[src/rtl/core/abs_pkg.sv]
// ----------------------------------------------------------------------------
// abs_pkg
// Shared types and constants of the affine bilinear sampler.
// ----------------------------------------------------------------------------
package abs_pkg;

   typedef enum logic [2:0] {
      CSR_COEF_XX     = 3'd0,
      CSR_COEF_XY     = 3'd1,
      CSR_COEF_X0     = 3'd2,
      CSR_COEF_YX     = 3'd3,
      CSR_COEF_YY     = 3'd4,
      CSR_COEF_Y0     = 3'd5,
      CSR_SOURCE_SIZE = 3'd6,
      CSR_SAMPLE_MODE = 3'd7
   } csr_index_type;

   localparam logic ACTION_WRITE  = 1'b0;
   localparam logic ACTION_SAMPLE = 1'b1;

   localparam logic [31:0] COEF_ONE         = 32'h0001_0000;
   localparam logic [25:0] SOURCE_SIZE_INIT = 26'd8193;

   // reciprocal of 255 in Q.24, slightly low so the estimate never overshoots
   localparam logic [16:0] RECIP_255 = 17'h10101;

   typedef struct packed {
      logic        action;
      logic [15:0] texel_address;
      logic [31:0] texel_rgba;
      logic [11:0] dest_x;
      logic [11:0] dest_y;
   } req_payload_type;

   typedef struct packed {
      logic [16:0] red_value;
      logic [16:0] green_value;
      logic [16:0] blue_value;
      logic [16:0] alpha_value;
      logic        inside_source;
   } rsp_payload_type;

   // per-stage advance strobes handed to the channel filters
   typedef struct packed {
      logic en_top;
      logic en_blend;
      logic en_scale;
   } filt_en_type;

endpackage

[src/rtl/core/abs_chan_filter.sv]
// ----------------------------------------------------------------------------
// abs_chan_filter
// One color channel: horizontal lerp, vertical lerp, byte or unit scaling.
// ----------------------------------------------------------------------------
module abs_chan_filter (
   input  logic                 clock,
   input  abs_pkg::filt_en_type en,
   input  logic                 unit_mode,
   input  logic [7:0]           tl,
   input  logic [7:0]           tr,
   input  logic [7:0]           bl,
   input  logic [7:0]           br,
   input  logic [16:0]          dx,
   input  logic [16:0]          dy,
   output logic [16:0]          value
);
   import abs_pkg::*;

   logic signed [26:0] top_ff, top_in, bot_ff, bot_in;
   logic        [16:0] dy_ff;
   logic signed [44:0] v_ff, v_in;
   logic        [25:0] t_ff, t_in;
   logic        [17:0] q0_ff, q0_in;
   logic        [16:0] byte_ff, byte_in;
   logic        [43:0] uv;
   logic        [44:0] biased;
   logic        [42:0] qprod;
   logic        [25:0] rem;

   always_comb begin
      top_in = $signed({2'b0, tl, 17'b0})
             + 27'($signed({1'b0, tr}) - $signed({1'b0, tl})) * $signed({10'b0, dx});
      bot_in = $signed({2'b0, bl, 17'b0})
             + 27'($signed({1'b0, br}) - $signed({1'b0, bl})) * $signed({10'b0, dx});
   end

   always_comb begin
      v_in = $signed({1'b0, top_ff[26:0], 17'b0})
           + 45'($signed({bot_ff[26], bot_ff} - {top_ff[26], top_ff})) * $signed({28'b0, dy_ff});
   end

   always_comb begin
      uv      = v_ff[44] ? 44'd0 : v_ff[43:0];
      biased  = {1'b0, uv} + 45'(255 << 17);
      t_in    = biased[43:18];
      qprod   = 43'(t_in) * 43'(RECIP_255);
      q0_in   = qprod[41:24];
      byte_in = {7'b0, uv[43:34]};
   end

   // fix the reciprocal estimate by at most one
   always_comb begin
      rem = t_ff - ({q0_ff, 8'b0} - 26'(q0_ff));
      if (!unit_mode) begin
         value = byte_ff;
      end else if (rem >= 26'd255) begin
         value = 17'(q0_ff + 18'd1);
      end else begin
         value = q0_ff[16:0];
      end
   end

   always_ff @(posedge clock) begin
      if (en.en_top) begin
         top_ff <= top_in;
         bot_ff <= bot_in;
         dy_ff  <= dy;
      end
      if (en.en_blend) begin
         v_ff <= v_in;
      end
      if (en.en_scale) begin
         t_ff    <= t_in;
         q0_ff   <= q0_in;
         byte_ff <= byte_in;
      end
   end

endmodule
[config.mk]
export PLATFORM = sky130hd
export DESIGN_NAME = abs_chan_filter
export DESIGN_NICKNAME = d
export VERILOG_FILES = /design/src/rtl/core/abs_pkg.sv /design/src/rtl/core/abs_chan_filter.sv
export SDC_FILE = /design/constraint.sdc
export NUM_CORES = 2
export LEC_CHECK = 0
export BUFFER_PORTS_ARGS = -buffer_cell sky130_fd_sc_hd__buf_2
export CAP_MARGIN = 20
export CORE_AREA = 2 2 297 299
export DETAILED_ROUTE_END_ITERATION = 10
export DIE_AREA = 0 0 299 301
export GPL_TIMING_DRIVEN = 0
export HOLD_SLACK_MARGIN = 0.15
export PLACE_DENSITY = 0.58
export RECOVER_POWER = 100
export REMOVE_ABC_BUFFERS = 1
export SETUP_SLACK_MARGIN = 0.02
export SLEW_MARGIN = 20
export SYNTH_ARGS = -nofsm -noshare
export SYNTH_HDL_FRONTEND = slang
export SYNTH_SLANG_ARGS = --single-unit
[constraint.sdc]
create_clock -name clock -period 20.5 [get_ports clock]
set_input_delay 1.025 -clock clock [delete_from_list [all_inputs] [get_ports clock]]
set_output_delay 1.025 -clock clock [all_outputs]
set_load 0.1 [all_outputs]
==> results.rst <==
.. list-table::
   :header-rows: 1

   * - Metric
     - Value
   * - Maximum number of pins on one net before global-route repair
     - 55
   * - Fraction of final layout cells sized beyond drive strength 1
     - 4.350%
   * - CP delay by family, top
     - compound AO/OA/AOI/OAI gates
   * - Boundary Pins
     - 88
   * - Failing checks
     - capacitance limit, slew limit
   * - Number of levels the H-tree was split into
     - 4
   * - Congestion Overflow GR
     - 0
   * - Crit. End Element
     - flop
   * - Core Rows
     - 108
   * - Placer Congestion
     - 0.8406
   * - Post-CTS Resized
     - 0
   * - Reg-to-reg startpoint
     - top_ff[0]
   * - Area of combinational cells with multiple inputs
     - 0.03009 mm^2
   * - Hold Fails Final Rpt
     - 0
   * - Hold path start
     - v_ff[36]
   * - Post-detailed-route DRC marker count
     - 0
   * - Total number of vias
     - 26457
   * - Flop2flop setup slack
     - 9.57 ns
   * - Sum of buffers and inverters on the critical path
     - 5
   * - Hold depth
     - 2
   * - Share of the cycle needed by the critical path after routing
     - 53.30%
   * - X dimension of the die
     - 299 um
   * - Cell count after synthesis
     - 4158
   * - Antenna-violating nets left
     - 0
   * - Count of buffers inserted at the top-level ports
     - 87
   * - Ranking of synthesized cells by area
     - sky130_fd_sc_hd__fa_1, sky130_fd_sc_hd__ha_1, sky130_fd_sc_hd__edfxtp_1
   * - Library cell occupying the most area in the post-synthesis netlist
     - sky130_fd_sc_hd__fa_1
   * - Post-synth top flop
     - sky130_fd_sc_hd__edfxtp_1
   * - Gr usage total
     - 19.91%
   * - Area share of the largest cell type after synthesis
     - 37.65%
   * - CTS buffer count
     - 17
   * - WL per Instance
     - 15.83 um
   * - Number of endpoints failing setup at the final stage
     - 0
   * - Library cells used by synthesis
     - 86
   * - Number of inserted filler cells in the final layout
     - 8355
   * - End of the worst register-to-register path
     - v_ff[42]
   * - CTS clock-pin slew for the worst setup and hold paths
     - 0.07 ns
   * - Iteration-0 DRC Markers
     - 1230
   * - Clock insertion delay at the later pin of the skew report
     - 0.50 ns
   * - Achievable frequency
     - 0.09152 GHz
   * - Max-slew headroom at the worst pin
     - -91.24%
   * - Register-to-Register Path Depth
     - 32
   * - Status
     - finished with violations
   * - Beginning of the critical path
     - top_ff[0]
   * - Area added between synthesis and finish
     - 6.450%
   * - Max-capacitance violation count
     - 4
   * - Critical Path Max Stage Delay
     - 1.08 ns
   * - Share of synthesized area occupied by flip-flops and latches
     - 11.84%
   * - Critical Setup Path Class
     - reg2reg
   * - Highest fanout seen on the critical path
     - 11
   * - Cell area after synthesis
     - 0.03881 mm^2
   * - Critical path data required time
     - 20.74 ns
   * - Number of synthesized flops with an enable pin
     - 153
   * - Area enclosed by the die boundary
     - 0.09000 mm^2
   * - TritonCTS clock tree
     - yes
   * - Slew at the pin closest to its max-slew limit
     - 2.869 ns
   * - Detailed-routing iteration count for the pre-antenna-repair pass
     - 8
   * - Average instance area after synthesis
     - 9.335 um^2
   * - Antenna violations before repair
     - 0
   * - Wire length of the first global-routing pass
     - 143700 um
   * - Nets
     - 5396
   * - Sum of negative setup slack
     - 0 ns
   * - Maximum clock path buffer count
     - 2
   * - Final Max Slew Viols
     - 141
   * - CTS sink count
     - 153
   * - Final Skew
     - 0.01353 ns
   * - Fraction of registers with async set/reset
     - 0%
   * - FF+latch count, synth
     - 153
   * - Yosys Warn Count
     - 0
   * - Detailed placer's ending HPWL
     - 72170 um
   * - Via count of the first global-routing pass
     - 28515
   * - Min-Delay Endpoint
     - byte_ff[2]
   * - Starting density of the core
     - 44.88%
   * - Count of buffers added by post-CTS timing repair for setup
     - 0
   * - Post-route minimum period
     - 10.93 ns
   * - Via density
     - 4.955
   * - Data arrival time at the worst-slack endpoint
     - 11.17 ns
   * - Root buf cell
     - sky130_fd_sc_hd__clkbuf_16
   * - Hold-fix buffers at CTS
     - 0
   * - Cell repeated most along the worst path
     - sky130_fd_sc_hd__fa_1
   * - Antenna cell count
     - 0
   * - Die extent in y
     - 301 um
   * - Path type of the worst min-delay path
     - reg2reg
   * - Core Box Area
     - 0.08648 mm^2
   * - Sequential cell area
     - 0.004594 mm^2
   * - RSZ-0062 raised after global routing
     - false
   * - Kind of launch point of the worst setup path
     - flop
   * - Slowest cell on crit path
     - sky130_fd_sc_hd__o41ai_1
   * - WL final
     - 84500 um
## area by class of cell
class                   count  area share [%]
clock inverters            14          0.3785
well taps                1155           3.498
multi-input cells        2861           72.82
flip-flops and latches    153           11.12
repair buffers            119           1.884
clock buffers              18           1.039
inverters                1019           9.257
## metrics by stage
| step | cells | setup slack, ns | cell area, um^2 | hold slack [ns] | util [%] |
|---|---|---|---|---|---|
| detailed placement | 5303 | 10.56 | 40830 | 0.5782 | 47.21 |
| CTS | 5335 | 10.53 | 41410 | 0.5869 | 47.89 |
| global placement | 5275 | 9.754 | 40200 | 0.5740 | 46.48 |
| floorplan | 4033 | 11.65 | 38320 | 0.5518 | - |
| finish | 5339 | 9.573 | 41320 | 0.5865 | 47.78 |
| global route | 5339 | 8.922 | 41320 | 0.6139 | 47.78 |
## state kept, by name (all words and copies together), names as in the netlist
signal,cells
v_ff,28
bot_ff,27
top_ff,27
t_ff,26
q0_ff,18
dy_ff,17
byte_ff,10
## layout by cell type, fill, tap and decap left out, types with 66 or more instances in the layout
master	n
sky130_fd_sc_hd__a21oi_1	95
sky130_fd_sc_hd__and2_1	376
sky130_fd_sc_hd__buf_2	66
sky130_fd_sc_hd__edfxtp_1	153
sky130_fd_sc_hd__fa_1	730
sky130_fd_sc_hd__ha_1	424
sky130_fd_sc_hd__inv_1	1019
sky130_fd_sc_hd__nand2_1	416
sky130_fd_sc_hd__nand2b_1	70
sky130_fd_sc_hd__nor2_1	127
sky130_fd_sc_hd__xnor2_1	99
## worst register-to-register path, delay by kind of cell (launching register included)
family / cells / cell delay (ns)
DFF: 1 / 0.39
adders and majority gates: 9 / 3.87
and+or+nand+nor: 4 / 0.49
buffers and inverters: 5 / 0.80
xor gates and xnor gates: 2 / 0.75
AOI/OAI and AO/OA: 12 / 4.39
## cells by family after synthesis
| group | synth area share [%] |
|---|---|
| and+or+nand+nor | 15.79 |
| adders and majority gates | 51.32 |
| buffers and inverters | 11.13 |
| AOI/OAI and AO/OA | 6.015 |
| xor gates and xnor gates | 3.723 |
| DFF | 11.84 |
| muxes | 0.1837 |
## worst max-delay path by stage
stage / endpoint / slack, ns / cells after the start
global placement: v_ff[44] / 9.75 / 34
floorplan: v_ff[42] / 11.65 / 31
CTS: v_ff[44] / 10.53 / 36
global route: v_ff[42] / 8.92 / 32
finish: v_ff[42] / 9.57 / 32
detailed placement: v_ff[44] / 10.56 / 36
## synth_stat cells, types with 4 or more instances
master,n
sky130_fd_sc_hd__o22ai_1,4
sky130_fd_sc_hd__o41ai_1,6
sky130_fd_sc_hd__a21oi_1,94
sky130_fd_sc_hd__and3_1,29
sky130_fd_sc_hd__fa_1,730
sky130_fd_sc_hd__nor3_1,27
sky130_fd_sc_hd__buf_1,4
sky130_fd_sc_hd__xor2_1,41
sky130_fd_sc_hd__nand3b_1,7
sky130_fd_sc_hd__a31oi_1,13
sky130_fd_sc_hd__nor4_1,9
sky130_fd_sc_hd__nor2_1,129
sky130_fd_sc_hd__edfxtp_1,153
sky130_fd_sc_hd__nand2b_1,70
sky130_fd_sc_hd__o21bai_1,12
sky130_fd_sc_hd__or3_1,9
sky130_fd_sc_hd__o31ai_1,7
sky130_fd_sc_hd__nand2_1,416
sky130_fd_sc_hd__o211ai_1,7
sky130_fd_sc_hd__a211oi_1,10
sky130_fd_sc_hd__nor2b_1,49
sky130_fd_sc_hd__xnor2_1,124
sky130_fd_sc_hd__o21ai_0,57
sky130_fd_sc_hd__and2_1,381
sky130_fd_sc_hd__inv_1,1019
sky130_fd_sc_hd__nand3_1,40
sky130_fd_sc_hd__clkbuf_1,115
sky130_fd_sc_hd__a21o_1,40
sky130_fd_sc_hd__o21a_1,17
sky130_fd_sc_hd__mux2i_1,6
sky130_fd_sc_hd__ha_1,424
sky130_fd_sc_hd__nand4_1,16
## per-layer routing
layer | track usage, % | wire [um] | share of wire [%]
met1 | 26.08 | 38750 | 46
met2 | 35.79 | 42430 | 50
met3 | 1.566 | 1987 | 2.4
met4 | 4.762 | 1334 | 1.6
met5 | 0 | 0 | 0
Power is left out: the tool's default activity adds up to more than one toggle a clock period on the data nets, which glitch-free logic cannot reach.
